[src/sv/dst_pkg.sv]
`default_nettype none
// ----------------------------------------------------------------------------
// dst_pkg
// Shared constants and types of the disjoint sparse table range-fold engine.
// ----------------------------------------------------------------------------
package dst_pkg;
  localparam int MaxElements = 1024;
  localparam int Levels      = 10;
  localparam int DataWidth   = 32;
  localparam int IdxW  = $clog2(MaxElements);
  localparam int CntW  = $clog2(MaxElements + 1);
  localparam int LvlW  = (Levels > 1) ? $clog2(Levels) : 1;
  localparam int AddrW = LvlW + IdxW;

  typedef logic [DataWidth-1:0] data_t;
  typedef logic [IdxW-1:0]      idx_t;
  typedef logic [CntW-1:0]      cnt_t;
  typedef logic [LvlW-1:0]      lvl_t;
  typedef logic [AddrW-1:0]     addr_t;

  localparam logic [1:0] ModeLoad  = 2'd0;
  localparam logic [1:0] ModeBuild = 2'd1;
  localparam logic [1:0] ModeQuery = 2'd2;
  localparam logic [1:0] ModeClear = 2'd3;

  localparam logic [1:0] OpAdd = 2'd0;
  localparam logic [1:0] OpMin = 2'd1;
  localparam logic [1:0] OpMax = 2'd2;
  localparam logic [1:0] OpXor = 2'd3;

  localparam logic [1:0] StOk       = 2'd0;
  localparam logic [1:0] StBadRange = 2'd1;
  localparam logic [1:0] StNotBuilt = 2'd2;
  localparam logic [1:0] StOverflow = 2'd3;

  typedef struct packed {
    logic  we;
    addr_t waddr;
    data_t wdata;
    addr_t raddr_a;
    addr_t raddr_b;
  } mem_req_t;

  function automatic data_t combine(input logic [1:0] op, input data_t a, input data_t b);
    data_t r;
    case (op)
      OpAdd:   r = a + b;
      OpMin:   r = (a < b) ? a : b;
      OpMax:   r = (a > b) ? a : b;
      OpXor:   r = a ^ b;
      default: r = a ^ b;
    endcase
    return r;
  endfunction

  function automatic addr_t mk_addr(input lvl_t l, input idx_t i);
    return {l, i};
  endfunction
endpackage
`default_nettype wire

[src/sv/dst_ctrl.sv]
`default_nettype none
// ----------------------------------------------------------------------------
// dst_ctrl
// Sequencer for load, build, query and clear items.
// ----------------------------------------------------------------------------
module dst_ctrl (
  input  wire logic              clk,
  input  wire logic              rst_n,
  input  wire logic              in_tvalid,
  output logic                   in_tready,
  input  wire logic [1:0]        in_mode,
  input  wire dst_pkg::data_t    in_elem,
  input  wire dst_pkg::idx_t     in_left,
  input  wire dst_pkg::cnt_t     in_right,
  input  wire logic [1:0]        op_sel,
  output logic                   out_tvalid,
  input  wire logic              out_tready,
  output dst_pkg::data_t         out_fold,
  output logic [1:0]             out_status,
  output dst_pkg::mem_req_t      req,
  input  wire dst_pkg::data_t    rdata_a,
  input  wire dst_pkg::data_t    rdata_b
);
  import dst_pkg::*;

  typedef enum logic [2:0] {
    S_IDLE, S_QRD, S_BLVL, S_BRD, S_BWR, S_OUT
  } state_t;

  state_t state_r;
  cnt_t   count_r;
  logic   built_r;
  lvl_t   lvl_r;
  cnt_t   j_r;      // start of current 2*width block
  cnt_t   k_r;      // position inside the current half
  logic   side_r;   // 0 suffix half, 1 prefix half
  cnt_t   h_r, t_r;
  data_t  acc_r;
  logic   first_r;
  data_t  fold_r;
  logic [1:0] st_r;
  logic   comb_r;   // query result combines two entries

  cnt_t width;
  cnt_t hh, tt;
  idx_t last_q;
  idx_t x_q;
  lvl_t qlvl;
  logic qlvl_ok;

  always_comb begin
    width  = cnt_t'(1) << lvl_r;
    hh     = ((j_r + width) < count_r) ? cnt_t'(j_r + width) : count_r;
    tt     = ((hh + width) < count_r) ? cnt_t'(hh + width) : count_r;
    last_q = idx_t'(in_right - cnt_t'(1));
    x_q    = in_left ^ last_q;
    qlvl   = '0;
    qlvl_ok = 1'b1;
    for (int b = 1; b < IdxW; b++) begin
      if (x_q[b]) begin
        if (b < Levels) qlvl = lvl_t'(b);
        else qlvl_ok = 1'b0;
      end
    end
  end

  assign in_tready  = (state_r == S_IDLE);
  assign out_tvalid = (state_r == S_OUT);
  assign out_fold   = fold_r;
  assign out_status = st_r;

  // Memory requests depend on state; the build reads base[k] and writes row[k].
  always_comb begin
    req = '0;
    case (state_r)
      S_IDLE: begin
        req.raddr_a = mk_addr(qlvl, in_left);
        req.raddr_b = mk_addr(qlvl, last_q);
        if (in_tvalid && in_mode == ModeLoad && count_r < cnt_t'(MaxElements)) begin
          req.we    = 1'b1;
          req.waddr = mk_addr('0, idx_t'(count_r));
          req.wdata = in_elem;
        end
      end
      S_BRD: req.raddr_a = mk_addr('0, idx_t'(k_r));
      S_BWR: begin
        req.we    = 1'b1;
        req.waddr = mk_addr(lvl_r, idx_t'(k_r));
        req.wdata = first_r ? rdata_a :
                    (side_r ? combine(op_sel, acc_r, rdata_a)
                            : combine(op_sel, rdata_a, acc_r));
      end
      default: ;
    endcase
  end

  always_ff @(posedge clk) begin
    if (!rst_n) begin
      state_r <= S_IDLE;
      count_r <= '0;
      built_r <= 1'b0;
    end else begin
      case (state_r)
        S_IDLE: if (in_tvalid) begin
          case (in_mode)
            ModeLoad: begin
              fold_r <= '0;
              if (count_r < cnt_t'(MaxElements)) begin
                count_r <= count_r + cnt_t'(1);
                built_r <= 1'b0;
                st_r    <= StOk;
              end else st_r <= StOverflow;
              state_r <= S_OUT;
            end
            ModeClear: begin
              count_r <= '0;
              built_r <= 1'b0;
            end
            ModeBuild: begin
              lvl_r   <= lvl_t'(1);
              j_r     <= '0;
              state_r <= (Levels > 1) ? S_BLVL : S_IDLE;
              if (Levels == 1) built_r <= 1'b1;
            end
            ModeQuery: begin
              fold_r <= '0;
              comb_r <= (in_left != last_q);
              if (!built_r) begin
                st_r <= StNotBuilt; state_r <= S_OUT;
              end else if ({1'b0, in_left} >= in_right || in_right > count_r ||
                           !qlvl_ok) begin
                st_r <= StBadRange; state_r <= S_OUT;
              end else begin
                st_r <= StOk; state_r <= S_QRD;
              end
            end
            default: ;
          endcase
        end
        S_QRD: begin
          fold_r  <= comb_r ? combine(op_sel, rdata_a, rdata_b) : rdata_a;
          state_r <= S_OUT;
        end
        S_BLVL: begin
          // Start the suffix half at j_r, else next level or finish the build.
          if (j_r >= count_r) begin
            if (32'(lvl_r) == Levels - 1) begin
              built_r <= 1'b1;
              state_r <= S_IDLE;
            end else begin
              lvl_r <= lvl_r + lvl_t'(1);
              j_r   <= '0;
            end
          end else begin
            h_r <= hh; t_r <= tt;
            side_r <= 1'b0; first_r <= 1'b1;
            k_r <= hh - cnt_t'(1);
            state_r <= S_BRD;
          end
        end
        S_BRD: state_r <= S_BWR;
        S_BWR: begin
          acc_r   <= req.wdata;
          first_r <= 1'b0;
          state_r <= S_BRD;
          if (!side_r) begin
            if (k_r == j_r) begin
              if (h_r == count_r) begin
                j_r <= count_r; state_r <= S_BLVL;
              end else begin
                side_r <= 1'b1; first_r <= 1'b1; k_r <= h_r;
              end
            end else k_r <= k_r - cnt_t'(1);
          end else begin
            if (k_r + cnt_t'(1) >= t_r) begin
              j_r <= t_r; state_r <= S_BLVL;
            end else k_r <= k_r + cnt_t'(1);
          end
        end
        S_OUT: if (out_tready) state_r <= S_IDLE;
        default: state_r <= S_IDLE;
      endcase
    end
  end
endmodule
`default_nettype wire

[config.mk]
export PLATFORM = sky130hd
export DESIGN_NAME = dst_ctrl
export DESIGN_NICKNAME = d
export VERILOG_FILES = /design/src/sv/dst_pkg.sv /design/src/sv/dst_ctrl.sv
export SDC_FILE = /design/constraint.sdc
export NUM_CORES = 1
export LEC_CHECK = 0
export ABC_AREA = 1
export BUFFER_PORTS_ARGS = -buffer_cell sky130_fd_sc_hd__buf_2
export CAP_MARGIN = 30
export CORE_MARGIN = 4
export CORE_UTILIZATION = 43
export CTS_CLUSTER_SIZE = 16
export DETAILED_ROUTE_END_ITERATION = 8
export PLACE_DENSITY = 0.6
export SYNTH_ARGS = -nofsm -noshare
export SYNTH_HDL_FRONTEND = slang
export SYNTH_SLANG_ARGS = --single-unit
[constraint.sdc]
create_clock -name clk -period 13.1 [get_ports clk]
set_input_delay 2.62 -clock clk [delete_from_list [all_inputs] [get_ports clk]]
set_output_delay 2.62 -clock clk [all_outputs]
set_load 0.01 [all_outputs]
==> impl_metrics.csv <==
group,metric,value,unit
global_route,largest_net_degree_at_the_start_of_global_routing,99,
timing,setup_violations,0,
timing,tightest_slew,1.03,ns
clocking,post-cts-setup-buffer-count,0,
power,power_leakage,11.1,nW
global_route,grt_first_pass_wirelength,127,mm
critical_path,setup.worst_path.start_class,"input pin",
synth,synth.avg_cell_area,6.18,um2
drt,drt_first_pass_iters,6,
drt,drc,0,
global_route,track_usage,0.328,
timing,totalNegativeSetupSlack,0,ns
placed_design,dp.final_hpwl,66.1,mm
synth,syn_area,19900,um2
clocking,clock_sink_count,132,
timing,fin_crit_sh,0.748,
floorplan,fp.coreArea,45600,um2
synth,synthFlopType,"sky130_fd_sc_hd__edfxtp_1",
clocking,cts-htree-levels,4,
synth,syn-instance-count,3216,
placed_design,place_ws,3.41,ns
critical_path,cp-end-kind,"output pin",
synth,syn-num-nets,3566,
timing,slew_violations,0,
cells_and_area,area.growth.synth_to_final,11.6,%
min_path,hold_path_class,"reg2reg",
floorplan,die_h,223,um
placed_design,numPortBuffers,235,
cells_and_area,layout-drive-gt1-share,0.109,
cells_and_area,fin_area,22200,um2
timing,clock-skew-final,0.0232,ns
critical_path,type_of_the_worst_setup_path,"in2out",
cells_and_area,layout.filler_cells,4887,
timing,rsz0062_at_grt,"false",
timing,slew_limit_headroom,0.316,
run_status,outcome,"finished clean",
synth,yosysUniqueCellTypes,59,
drt,final_antenna_net_count,0,
drt,detailroute.via_count,22800,
clocking,clock_tree.buffer_depth,2,
global_route,globalRouteOverflowTotal,0,
synth,yosys_register_bits,132,
timing,layout_setup_ws,3.30,ns
clocking,holdBufCountCts,0,
timing,finalCriticalPeriod,9.80,ns
synth,yosysWarningCount,0,
critical_path,critPathMaxFanout,98,
drt,totalWireLength,85.2,mm
cells_and_area,postLayoutCoreUtil,0.487,
global_route,grt_pass1_vias,21700,
placed_design,gpl.final_weighted_congestion,1.01,
floorplan,die_area,49700,um2
power,peakVddDrop,0.119,mV
drt,average_routed_wire_per_standard_cell,21.3,um
floorplan,start_util,0.436,
synth,synth-seq-area-share,0.192,
drt,post_dr_vias_cell,5.69,
floorplan,core.rowCount,78,
clocking,clock_latency,0.51,ns
critical_path,worst_ep_required_time,10.48,ns
synth,postSynth.asyncResetShare,0,
drt,first_iter_violations,2424,
clocking,cts_repair_resize_count,0,
critical_path,cp_data_arrival_time,7.18,ns
timing,maxClockFrequency,102,MHz
synth,synth_edf_count,117,
clocking,cts_buffers,17,
floorplan,floorplan.io_pins,236,
timing,timing.final.hold_violations,0,
power,cellPowerDensity,151,nW/um2
placed_design,placed_area,21600,um2
clocking,cts_root_buffer,"sky130_fd_sc_hd__clkbuf_16",
floorplan,dieWidth,223,um
clocking,clk_pin_slew_worst_paths,0.06,ns
clocking,clock_tree_from_tritoncts,"yes",
run,drv_cap,0,
global_route,antenna_found_initial,1,
cells_and_area,final_stage_net_count,3740,
## per-stage QoR
step / std cells / hold slack (ns) / total power, W
4_1_cts: 4003 / 0.479 / 0.00334
3_5_place_dp: 3971 / 0.471 / 0.00282
3_3_place_gp: 3969 / 0.469 / 0.00278
2_1_floorplan: 3216 / 0.444 / 0.00212
5_1_grt: 4003 / 0.531 / 0.00361
6_report: 4004 / 0.479 / 0.00335
## Yosys cell counts (5+ instances only)
cell type / count / area share
sky130_fd_sc_hd__a211oi_1: 16 / 0.0060
sky130_fd_sc_hd__a21boi_0: 5 / 0.0019
sky130_fd_sc_hd__a21o_1: 13 / 0.0049
sky130_fd_sc_hd__a21oi_1: 330 / 0.083
sky130_fd_sc_hd__a31oi_1: 12 / 0.0038
sky130_fd_sc_hd__buf_1: 5 / 0.00094
sky130_fd_sc_hd__buf_2: 25 / 0.0063
sky130_fd_sc_hd__buf_4: 13 / 0.0049
sky130_fd_sc_hd__clkbuf_1: 68 / 0.013
sky130_fd_sc_hd__clkinv_1: 7 / 0.0013
sky130_fd_sc_hd__dfxtp_1: 15 / 0.015
sky130_fd_sc_hd__edfxtp_1: 117 / 0.18
sky130_fd_sc_hd__ha_1: 222 / 0.14
sky130_fd_sc_hd__inv_1: 423 / 0.080
sky130_fd_sc_hd__inv_2: 16 / 0.0030
sky130_fd_sc_hd__nand2_1: 811 / 0.15
sky130_fd_sc_hd__nand2_2: 13 / 0.0041
sky130_fd_sc_hd__nand3_1: 272 / 0.068
sky130_fd_sc_hd__nand3_2: 5 / 0.0025
sky130_fd_sc_hd__nand4_1: 54 / 0.017
sky130_fd_sc_hd__nor2_1: 283 / 0.053
sky130_fd_sc_hd__nor2_4: 8 / 0.0045
sky130_fd_sc_hd__nor3_1: 60 / 0.015
sky130_fd_sc_hd__nor4_1: 11 / 0.0035
sky130_fd_sc_hd__o211ai_1: 27 / 0.010
sky130_fd_sc_hd__o21a_1: 7 / 0.0026
sky130_fd_sc_hd__o21ai_0: 203 / 0.051
sky130_fd_sc_hd__o21ai_1: 28 / 0.0070
sky130_fd_sc_hd__o21bai_1: 14 / 0.0053
sky130_fd_sc_hd__o22ai_1: 17 / 0.0053
sky130_fd_sc_hd__xnor2_1: 14 / 0.0062
sky130_fd_sc_hd__xor2_1: 49 / 0.022
## critical path, stage by stage
cell	delay, ns
sky130_fd_sc_hd__buf_2	0.25
sky130_fd_sc_hd__ha_1	0.31
sky130_fd_sc_hd__inv_1	0.16
sky130_fd_sc_hd__nor3_1	0.10
sky130_fd_sc_hd__o21ai_1	0.08
sky130_fd_sc_hd__nand2_1	0.08
sky130_fd_sc_hd__a21oi_2	0.64
sky130_fd_sc_hd__nand2_4	0.71
sky130_fd_sc_hd__nand2_2	0.76
sky130_fd_sc_hd__buf_4	0.55
sky130_fd_sc_hd__nand2_1	0.11
sky130_fd_sc_hd__nand3_1	0.10
sky130_fd_sc_hd__nand3_1	0.08
sky130_fd_sc_hd__nand2_1	0.10
sky130_fd_sc_hd__nand2_1	0.05
sky130_fd_sc_hd__nand2_1	0.06
sky130_fd_sc_hd__nand2_1	0.05
sky130_fd_sc_hd__nand2_1	0.07
sky130_fd_sc_hd__nand2_1	0.07
sky130_fd_sc_hd__buf_2	0.15
## cells in the final DEF (no fill, tap or decap), types with 13 or more instances in the layout
cell,synthesis,final
sky130_fd_sc_hd__nand2_1,811,811
sky130_fd_sc_hd__inv_1,423,423
sky130_fd_sc_hd__a21oi_1,330,330
sky130_fd_sc_hd__nor2_1,283,278
sky130_fd_sc_hd__nand3_1,272,272
sky130_fd_sc_hd__buf_2,25,235
sky130_fd_sc_hd__ha_1,222,222
sky130_fd_sc_hd__o21ai_0,203,203
sky130_fd_sc_hd__edfxtp_1,117,117
sky130_fd_sc_hd__nor3_1,60,59
sky130_fd_sc_hd__nand4_1,54,54
sky130_fd_sc_hd__xor2_1,49,49
sky130_fd_sc_hd__buf_4,13,32
sky130_fd_sc_hd__o21ai_1,28,28
sky130_fd_sc_hd__o211ai_1,27,27
sky130_fd_sc_hd__o22ai_1,17,17
sky130_fd_sc_hd__clkbuf_16,0,17
sky130_fd_sc_hd__inv_2,16,16
sky130_fd_sc_hd__a211oi_1,16,16
sky130_fd_sc_hd__dfxtp_1,15,15
sky130_fd_sc_hd__o21bai_1,14,14
sky130_fd_sc_hd__xnor2_1,14,14
sky130_fd_sc_hd__nor2_4,8,13
sky130_fd_sc_hd__a21o_1,13,13
## power breakdown
part	internal (W)	switching, W
combinational	0.000665	0.00149
sequential	0.000611	0.0000802
clock	0.000284	0.000228
total	0.00156	0.00179
## sequential cells by signal, indices dropped and copies added (netlist names)
signal	cells
acc_r	32
out_fold	32
count_r	11
h_r	11
j_r	11
k_r	11
t_r	11
lvl_r	4
state_r	3
out_status	2
built_r	1
comb_r	1
first_r	1
side_r	1
## final cells by class
| class | count | area, um2 | share of cell area |
|---|---|---|---|
| well taps | 600 | 751 | 0.0338 |
| clock inverters | 12 | 130 | 0.00586 |
| clock buffers | 20 | 447 | 0.0201 |
| diodes | 1 | 2.50 | 0.000113 |
| multi-input cells | 2523 | 13900 | 0.627 |
| repair buffers | 269 | 1460 | 0.0656 |
| inverters | 447 | 1680 | 0.0757 |
| flip-flops and latches | 132 | 3810 | 0.172 |
## per-layer routing
layer | track usage | up-vias | wire length [um]
met4 | 0.194 | 2 | 5530
met2 | 0.570 | 908 | 41100
met3 | 0.0391 | 219 | 4500
met1 | 0.388 | 10600 | 34000
met5 | 0 | - | 11
li1 | - | 11100 | -
## kinds of logic after synthesis
group / count (synthesis) / synth area share
and+or+nand+nor: 1544 / 0.336
AOI/OAI and AO/OA: 690 / 0.189
buffers and inverters: 561 / 0.111
adders and majority gates: 225 / 0.143
DFF: 132 / 0.192
xor gates and xnor gates: 64 / 0.0291
## worst paths after layout
check / start / endpoint / slack [ns] / depth (start not counted)
setup / recovery: rdata_a[20] / req[42] / 3.30 / 20
setup reg to reg: lvl_r[1] / t_r[7] / 5.14 / 39
hold / removal: built_r / built_r / 0.48 / 2
hold reg to reg: built_r / built_r / 0.48 / 2
No activity file was read; power rests on OpenSTA's default activity.
